$ cat src/rtl/crdt_stream_merge_table_unit_macros.svh
// Assertion macros shared by the merge table unit.
`ifndef CRDT_STREAM_MERGE_TABLE_UNIT_MACROS_SVH
`define CRDT_STREAM_MERGE_TABLE_UNIT_MACROS_SVH
// Implication checked on every rising clock edge outside reset.
`define CSM_ASSERT_IMP(label, clk, rst, ante, cons, msg) \
   label: assert property (@(posedge clk) disable iff (rst) (ante) |-> (cons)) \
      else $error(msg);
// Next-cycle implication checked outside reset.
`define CSM_ASSERT_NEXT(label, clk, rst, ante, cons, msg) \
   label: assert property (@(posedge clk) disable iff (rst) (ante) |=> (cons)) \
      else $error(msg);
`endif

$ cat src/rtl/csm_pkg.sv
// Shared types and constants for the merge table unit.
`default_nettype none
package csm_pkg;
   localparam int ENTRY_DEPTH_DEF = 64;
   localparam int ACK_DEPTH_DEF   = 64;
   localparam int TOTAL_W         = 7;
   localparam int KEY_W           = 128;
   localparam int STAMP_W         = 64;

   typedef struct packed {
      logic start;
      logic clear;
      logic step;
      logic commit;
   } cmd_type;

   typedef struct packed {
      logic scan_done;
      logic hit;
   } stat_type;
endpackage
`default_nettype wire

$ cat src/rtl/csm_ctrl.sv
// Sequencer for one request: scan, commit, deliver.
`default_nettype none
module csm_ctrl (
   input  wire logic            clock,
   input  wire logic            reset,
   input  wire logic            req_valid,
   output logic                 req_ready,
   output logic                 rsp_valid,
   input  wire logic            rsp_ready,
   input  wire csm_pkg::stat_type stat,
   output csm_pkg::cmd_type     cmd
);
   import csm_pkg::*;
   typedef enum logic [1:0] {IDLE, SCAN, DONE} state_type;
   state_type state_ff;
   logic      rsp_valid_ff;

   // A new request may enter once the previous result left the output register.
   assign req_ready = (state_ff == IDLE) && !rsp_valid_ff;
   assign rsp_valid = rsp_valid_ff;

   always_comb begin
      cmd.start  = req_valid && req_ready;
      cmd.clear  = cmd.start;
      cmd.step   = (state_ff == SCAN) && !stat.scan_done && !stat.hit;
      cmd.commit = (state_ff == SCAN) && (stat.scan_done || stat.hit);
   end

   always_ff @(posedge clock) begin
      if (reset) begin
         state_ff     <= IDLE;
         rsp_valid_ff <= 1'b0;
      end else begin
         if (rsp_valid_ff && rsp_ready) rsp_valid_ff <= 1'b0;
         case (state_ff)
            IDLE: if (cmd.start) state_ff <= SCAN;
            SCAN: if (cmd.commit) state_ff <= DONE;
            DONE: begin
               state_ff     <= IDLE;
               rsp_valid_ff <= 1'b1;
            end
            default: state_ff <= IDLE;
         endcase
      end
   end
endmodule
`default_nettype wire

$ cat config.mk
export PLATFORM = sky130hd
export DESIGN_NAME = csm_ctrl
export DESIGN_NICKNAME = d
export VERILOG_FILES = /design/src/rtl/crdt_stream_merge_table_unit_macros.svh /design/src/rtl/csm_pkg.sv /design/src/rtl/csm_ctrl.sv
export SDC_FILE = /design/constraint.sdc
export NUM_CORES = 1
export LEC_CHECK = 0
export ABC_AREA = 1
export CORE_AREA = 8 8 45 47
export CTS_CLUSTER_DIAMETER = 40
export DETAILED_ROUTE_END_ITERATION = 7
export DIE_AREA = 0 0 53 55
export DONT_BUFFER_PORTS = 1
export PLACE_DENSITY = 0.33
export SLEW_MARGIN = 5
export SYNTH_ARGS = -nofsm -noshare
export SYNTH_HDL_FRONTEND = slang
export SYNTH_SLANG_ARGS = --single-unit
$ cat constraint.sdc
create_clock -name clock -period 0.8 [get_ports clock]
set_input_delay 0.16 -clock clock [delete_from_list [all_inputs] [get_ports clock]]
set_output_delay 0.16 -clock clock [all_outputs]
set_load 0.005 [all_outputs]
==> results.sh, run 1 <==
export IMPL_slowest_delay_ns=0.35
export IMPL_maxSlewViolCount=0
export IMPL_rsz0062_at_grt="yes"
export IMPL_wl_per_cell_um=10.3
export IMPL_antenna_found_initial=0
export IMPL_hold_path_class="in -> reg"
export IMPL_holdWs_ns=0.0831
export IMPL_row_count=14
export IMPL_synthAdderAreaFrac=0
export IMPL_worst_endpoint_arrival_ns=0.87
export IMPL_syn_num_nets=27
export IMPL_diodes=0
export IMPL_synth_seq_cells=3
export IMPL_clkLatencyLatePin_ns=0.24
export IMPL_fin_crit_ns=1.03
export IMPL_worst_path_buf_inv=0
export IMPL_dr_pass1_iters=1
export IMPL_die_area_um2=2920
export IMPL_status="finished with violations"
export IMPL_clock_fmax_mhz=972
export IMPL_finalHoldViolCount=0
export IMPL_cts_root_buf="clkbuf_4"
export IMPL_startpoint_type="flop"
export IMPL_worst_slack_ns=-0.229
export IMPL_setup_violations_final=7
export IMPL_die_w_um=53
export IMPL_synth_compound_area_frac=0.0909
export IMPL_numCtsBuffers=3
export IMPL_path_max_fanout=3
export IMPL_placed_area_um2=173
export IMPL_slew_headroom=0.809
export IMPL_wl_um=463
export IMPL_yosysWarnings=0
export IMPL_cts_tree="built"
export IMPL_ys_seq_area_frac=0.397
export IMPL_ant_nets=0
export IMPL_drive_gt1_frac=0.759
export IMPL_fin_nets=36
export IMPL_grt_pass1_vias=167
export IMPL_fin_util=0.202
export IMPL_path_class="reg -> out"
export IMPL_path_delay_family="flip-flops"
export IMPL_crit_chain="nor3_1"
export IMPL_numClockSinks=3
export IMPL_irDropWorstVdd_mv=0.441
export IMPL_synth_simple_gate_area_share=0.339
export IMPL_pin_count=12
export IMPL_syn_area_um2=151
export IMPL_io_buffers=0
export IMPL_violations="negative setup slack"
export IMPL_die_y_um=55
export IMPL_vias_per_cell=3.44
export IMPL_period_share=1.29
export IMPL_clk_pin_slew_worst_paths_ns=0.04
export IMPL_dp_cells=37
export IMPL_grt_pass1_wl_um=634
export IMPL_clock_skew_ns=0.00399
export IMPL_muxShareOfSynthArea=0
export IMPL_hpwl_um=329
export IMPL_crit_slowest_cell="dfxtp_4"
export IMPL_finalInstanceArea_um2=279
export IMPL_worstPathRequired_ns=0.64
export IMPL_cts_max_level=1
export IMPL_grtUsageTotal=0.0333
export IMPL_drc_errors=0
export IMPL_start_util=0.109
export IMPL_synth_top_family_by_area="simple AND/OR/NAND/NOR gates"
export IMPL_worstMarginPinSlew_ns=0.284
export IMPL_clock_path_buffers=2
export IMPL_p_per_area_nw_per_um2=1880
export IMPL_layout_cells_non_filler=45
export IMPL_gp_congestion=0.684
export IMPL_max_cap_violations=0
export IMPL_overflow=0
export IMPL_p_leak_nw=0.118
export IMPL_synth_xor_xnor_area_share=0
export IMPL_dr_total_vias=155
export IMPL_area_growth_pct=84.3
export IMPL_ys_types=12
export IMPL_postSynthCellCount=21
export IMPL_end_kind="output pin"
export IMPL_core_um2=1380
export IMPL_syn_avg_cell_area_um2=7.21
export IMPL_drt_iter0_drc=0
export IMPL_grt_max_degree=5
==> power breakdown <==
group	switching [mW]	internal, mW
combinational	0.0467	0.0408
sequential	0.00916	0.155
clock	0.0845	0.187
==> logic make-up (layout without fill, tap and decap cells) <==
| kind of cell | Yosys count | count (layout) |
|---|---|---|
| AOI/OAI and AO/OA | 2 | 2 |
| and+or+nand+nor | 10 | 10 |
| DFF | 3 | 3 |
| buffers and inverters | 6 | 14 |
==> per-stage QoR <==
| step | TNS [ns] | worst slack (ns) | total power, mW |
|---|---|---|---|
| CTS | -1.24 | -0.242 | 0.526 |
| floorplan | -0.0532 | -0.0532 | 0.215 |
| finish | -1.35 | -0.229 | 0.524 |
| global placement | -0.0680 | -0.0244 | 0.215 |
| global route | -1.77 | -0.296 | 0.585 |
| detailed placement | -0.0934 | -0.0291 | 0.216 |
==> per-layer routing <==
metal	GRT usage	share of wire	up-vias
met1	0.0363	0.50	65
met4	0.0388	0	0
met2	0.0293	0.32	12
li1	-	-	78
met5	0	0	-
met3	0.0348	0.17	0
==> Yosys cell counts <==
master   count  share of area
a21oi_1      1          0.033
a21oi_2      1          0.058
buf_4        1          0.050
dfxtp_1      3           0.40
inv_1        4          0.099
inv_2        1          0.025
nand2_1      3          0.074
nand3_1      1          0.033
nor2_1       2          0.050
nor2_2       1          0.041
nor2_4       1          0.074
nor3_1       2          0.066
==> what timing repair did <==
action | CTS | global route
hold buffers | 1 | 0
pin swaps | 1 | 3
hold endpoints to repair | 3 | 0
endpoints found under the setup margin | 6 | 8
resized for setup | 10 | 6
setup buffers | 2 | 2
==> layout make-up <==
type	count	area [um2]
sequential	3	68.8
multi-input combinational	12	97.6
timing repair buffer	5	47.5
inverter	5	18.8
fill	165	1100
clock buffer	4	26.3
tap	16	20.0
==> flip-flops by register name, indices dropped and copies added (netlist names) <==
signal	count
state_ff	2
rsp_valid	1
==> cell usage in the layout (no fill, tap or decap) <==
cell type and n:
inv_1 1, clkbuf_4 3, dfxtp_4 2, nand3_2 1, clkbuf_1 1, inv_2 4, dfxtp_2 1, nor3_1 1
nand2_1 2, buf_4 2, nor3_2 1, nand2_2 1, buf_6 2, nor2_4 4, a21oi_2 1, dlygate4sd3_1 1
a21oi_1 1
==> final timing paths <==
path	startpoint	slack [ns]	cells after the start	to
setup reg to reg	state_ff[1]	-0.05	4	state_ff[0]
hold reg to reg	state_ff[1]	0.51	2	rsp_valid
hold / removal	rsp_ready	0.08	3	rsp_valid
setup / recovery	rsp_valid	-0.23	1	req_ready
Note: power is estimated with default switching activity, not from simulation.
==> run 2: changes to the inputs <==
==> constraint.sdc (replaced) <==
create_clock -name clock -period 0.9 [get_ports clock]
set_input_delay 0.18 -clock clock [delete_from_list [all_inputs] [get_ports clock]]
set_output_delay 0.18 -clock clock [all_outputs]
set_load 0.005 [all_outputs]
==> run 2 against run 1 <==
Compared with the run above:
- register-to-register slack better by 0.10 ns
- global-route usage up 0.11 points
- via count down 2.6%
- highest routed layer unchanged
- clock power down 11%
- combinational power down 11%
- clock skew down 0.00076 ns
- the run still ends with negative setup slack left
- count of clock-buffer cells in the layout unchanged
- core utilization down 0.090 points
==> results.sh, run 2 (same netlist as run 1, synthesis figures left out) <==
export IMPL_grt_max_degree=5
export IMPL_drc_errors=0
export IMPL_clk_pin_slew_worst_paths_ns=0.04
export IMPL_gp_congestion=0.684
export IMPL_core_um2=1380
export IMPL_rrSetupSlack_ns=0.05
export IMPL_worst_endpoint_arrival_ns=0.88
export IMPL_overflow=0
export IMPL_placed_area_um2=171
export IMPL_grt_pass1_vias=157
export IMPL_clkLatencyLatePin_ns=0.23
export IMPL_startpoint="state_ff[1]"
export IMPL_r2r_end="state_ff[0]"
export IMPL_pin_count=12
export IMPL_max_cap_violations=0
export IMPL_violations="negative setup slack"
export IMPL_p_leak_nw=0.116
export IMPL_period_share=1.17
export IMPL_largest_register="state_ff"
export IMPL_wl_met2_um=186
export IMPL_critPathCapture="cmd[0]"
export IMPL_r2r_start="rsp_valid"
export IMPL_fin_nets=36
export IMPL_wl_um=475
export IMPL_worst_slack_ns=-0.156
export IMPL_antenna_found_initial=0
export IMPL_p_per_area_nw_per_um2=1680
export IMPL_grt_pass1_wl_um=648
export IMPL_irDropWorstVdd_mv=0.309
export IMPL_cts_tree="built"
export IMPL_die_area_um2=2920
export IMPL_numCtsBuffers=3
export IMPL_clock_fmax_mhz=947
export IMPL_numClockSinks=3
export IMPL_end_kind="output pin"
export IMPL_clock_path_buffers=2
export IMPL_clock_skew_ns=0.00323
export IMPL_io_buffers=0
export IMPL_met1_length_um=209
export IMPL_path_class="reg -> out"
export IMPL_dr_total_vias=151
export IMPL_worstRegToRegCells=4
export IMPL_finalHoldViolCount=0
export IMPL_drt_iter0_drc=2
export IMPL_area_growth_pct=83.5
export IMPL_fin_crit_ns=1.06
export IMPL_dr_wl_met3_um=80
export IMPL_ant_nets=0
export IMPL_hold_path_class="in -> reg"
export IMPL_fin_tns_setup_ns=-0.715
export IMPL_final_cell_mix="nor2_4 (4), inv_2 (4), clkbuf_4 (3), buf_6 (3)"
export IMPL_largest_reg_flops=2
export IMPL_worstPathRequired_ns=0.72
export IMPL_maxSlewViolCount=0
export IMPL_vias_per_cell=3.36
export IMPL_row_count=14
export IMPL_slew_headroom=0.815
export IMPL_die_w_um=53
export IMPL_setup_violations_final=5
export IMPL_grtUsageTotal=0.0344
export IMPL_startpoint_type="flop"
export IMPL_path_max_fanout=4
export IMPL_finalInstanceArea_um2=278
export IMPL_cts_root_buf="clkbuf_4"
export IMPL_dp_cells=37
export IMPL_drive_gt1_frac=0.690
export IMPL_worstMarginPinSlew_ns=0.275
export IMPL_fill_cells=158
export IMPL_rsz0062_at_grt="yes"
export IMPL_start_util=0.109
export IMPL_wl_per_cell_um=10.6
export IMPL_maxUsedRoutingLayer="met3"
export IMPL_layout_cells_non_filler=45
export IMPL_hpwl_um=344
export IMPL_die_y_um=55
export IMPL_diodes=0
export IMPL_status="finished with violations"
export IMPL_min_from="reset"
export IMPL_cts_max_level=1
export IMPL_dr_pass1_iters=2
-- run 2: critical path: stages (launching register included) --
cell	delay, ns
dfxtp_2	0.35
nor2_4	0.13
inv_2	0.06
nor2_4	0.10
-- run 2: power breakdown --
group	switching, mW	internal [mW]
Sequential	0.00820	0.140
Combinational	0.0394	0.0389
Clock	0.0752	0.166
-- run 2: how the worst min path moves through the flow --
stage	cells after the start	endpoint	slack, ns
global route	1	state_ff[1]	0.006
finish	1	state_ff[1]	0.02
detailed placement	1	state_ff[0]	0.25
CTS	1	rsp_valid	0.003
floorplan	1	state_ff[0]	0.24
global placement	1	state_ff[0]	0.25
-- run 2: cell type report --
cell class / count / area [um2] / share of cell area
Multi-Input combinational cell: 12 / 92.6 / 0.333
Inverter: 5 / 18.8 / 0.0676
Tap cell: 16 / 20.0 / 0.0721
Sequential cell: 3 / 66.3 / 0.239
Timing Repair Buffer: 5 / 53.8 / 0.194
Clock buffer: 4 / 26.3 / 0.0946
-- run 2: what timing repair did --
action,4_1_cts,5_1_grt
gates resized for setup,10,7
endpoints found under the setup margin,6,7
hold buffers,1,1
buffers inserted,2,1
endpoints found under the hold margin,1,1
gates cloned,0,0
pin swaps,2,4
-- run 2: through the flow --
| step | total power, mW | util | worst slack (ns) | hold slack (ns) |
|---|---|---|---|---|
| 2_1_floorplan | 0.186 | - | 0.0163 | 0.242 |
| 6_report | 0.468 | 0.201 | -0.156 | 0.0157 |
| 5_1_grt | 0.512 | 0.201 | -0.222 | 0.00626 |
| 3_3_place_gp | 0.190 | 0.124 | 0.0480 | 0.246 |
| 3_5_place_dp | 0.191 | 0.124 | 0.0360 | 0.247 |
| 4_1_cts | 0.462 | 0.176 | -0.165 | 0.00349 |
-- run 2: routing by layer --
metal  vias to the layer above  global-route usage
met5                         -                   0
met4                         0              0.0388
met3                         0              0.0401
met2                         9              0.0293
met1                        65              0.0364
li1                         77                   -
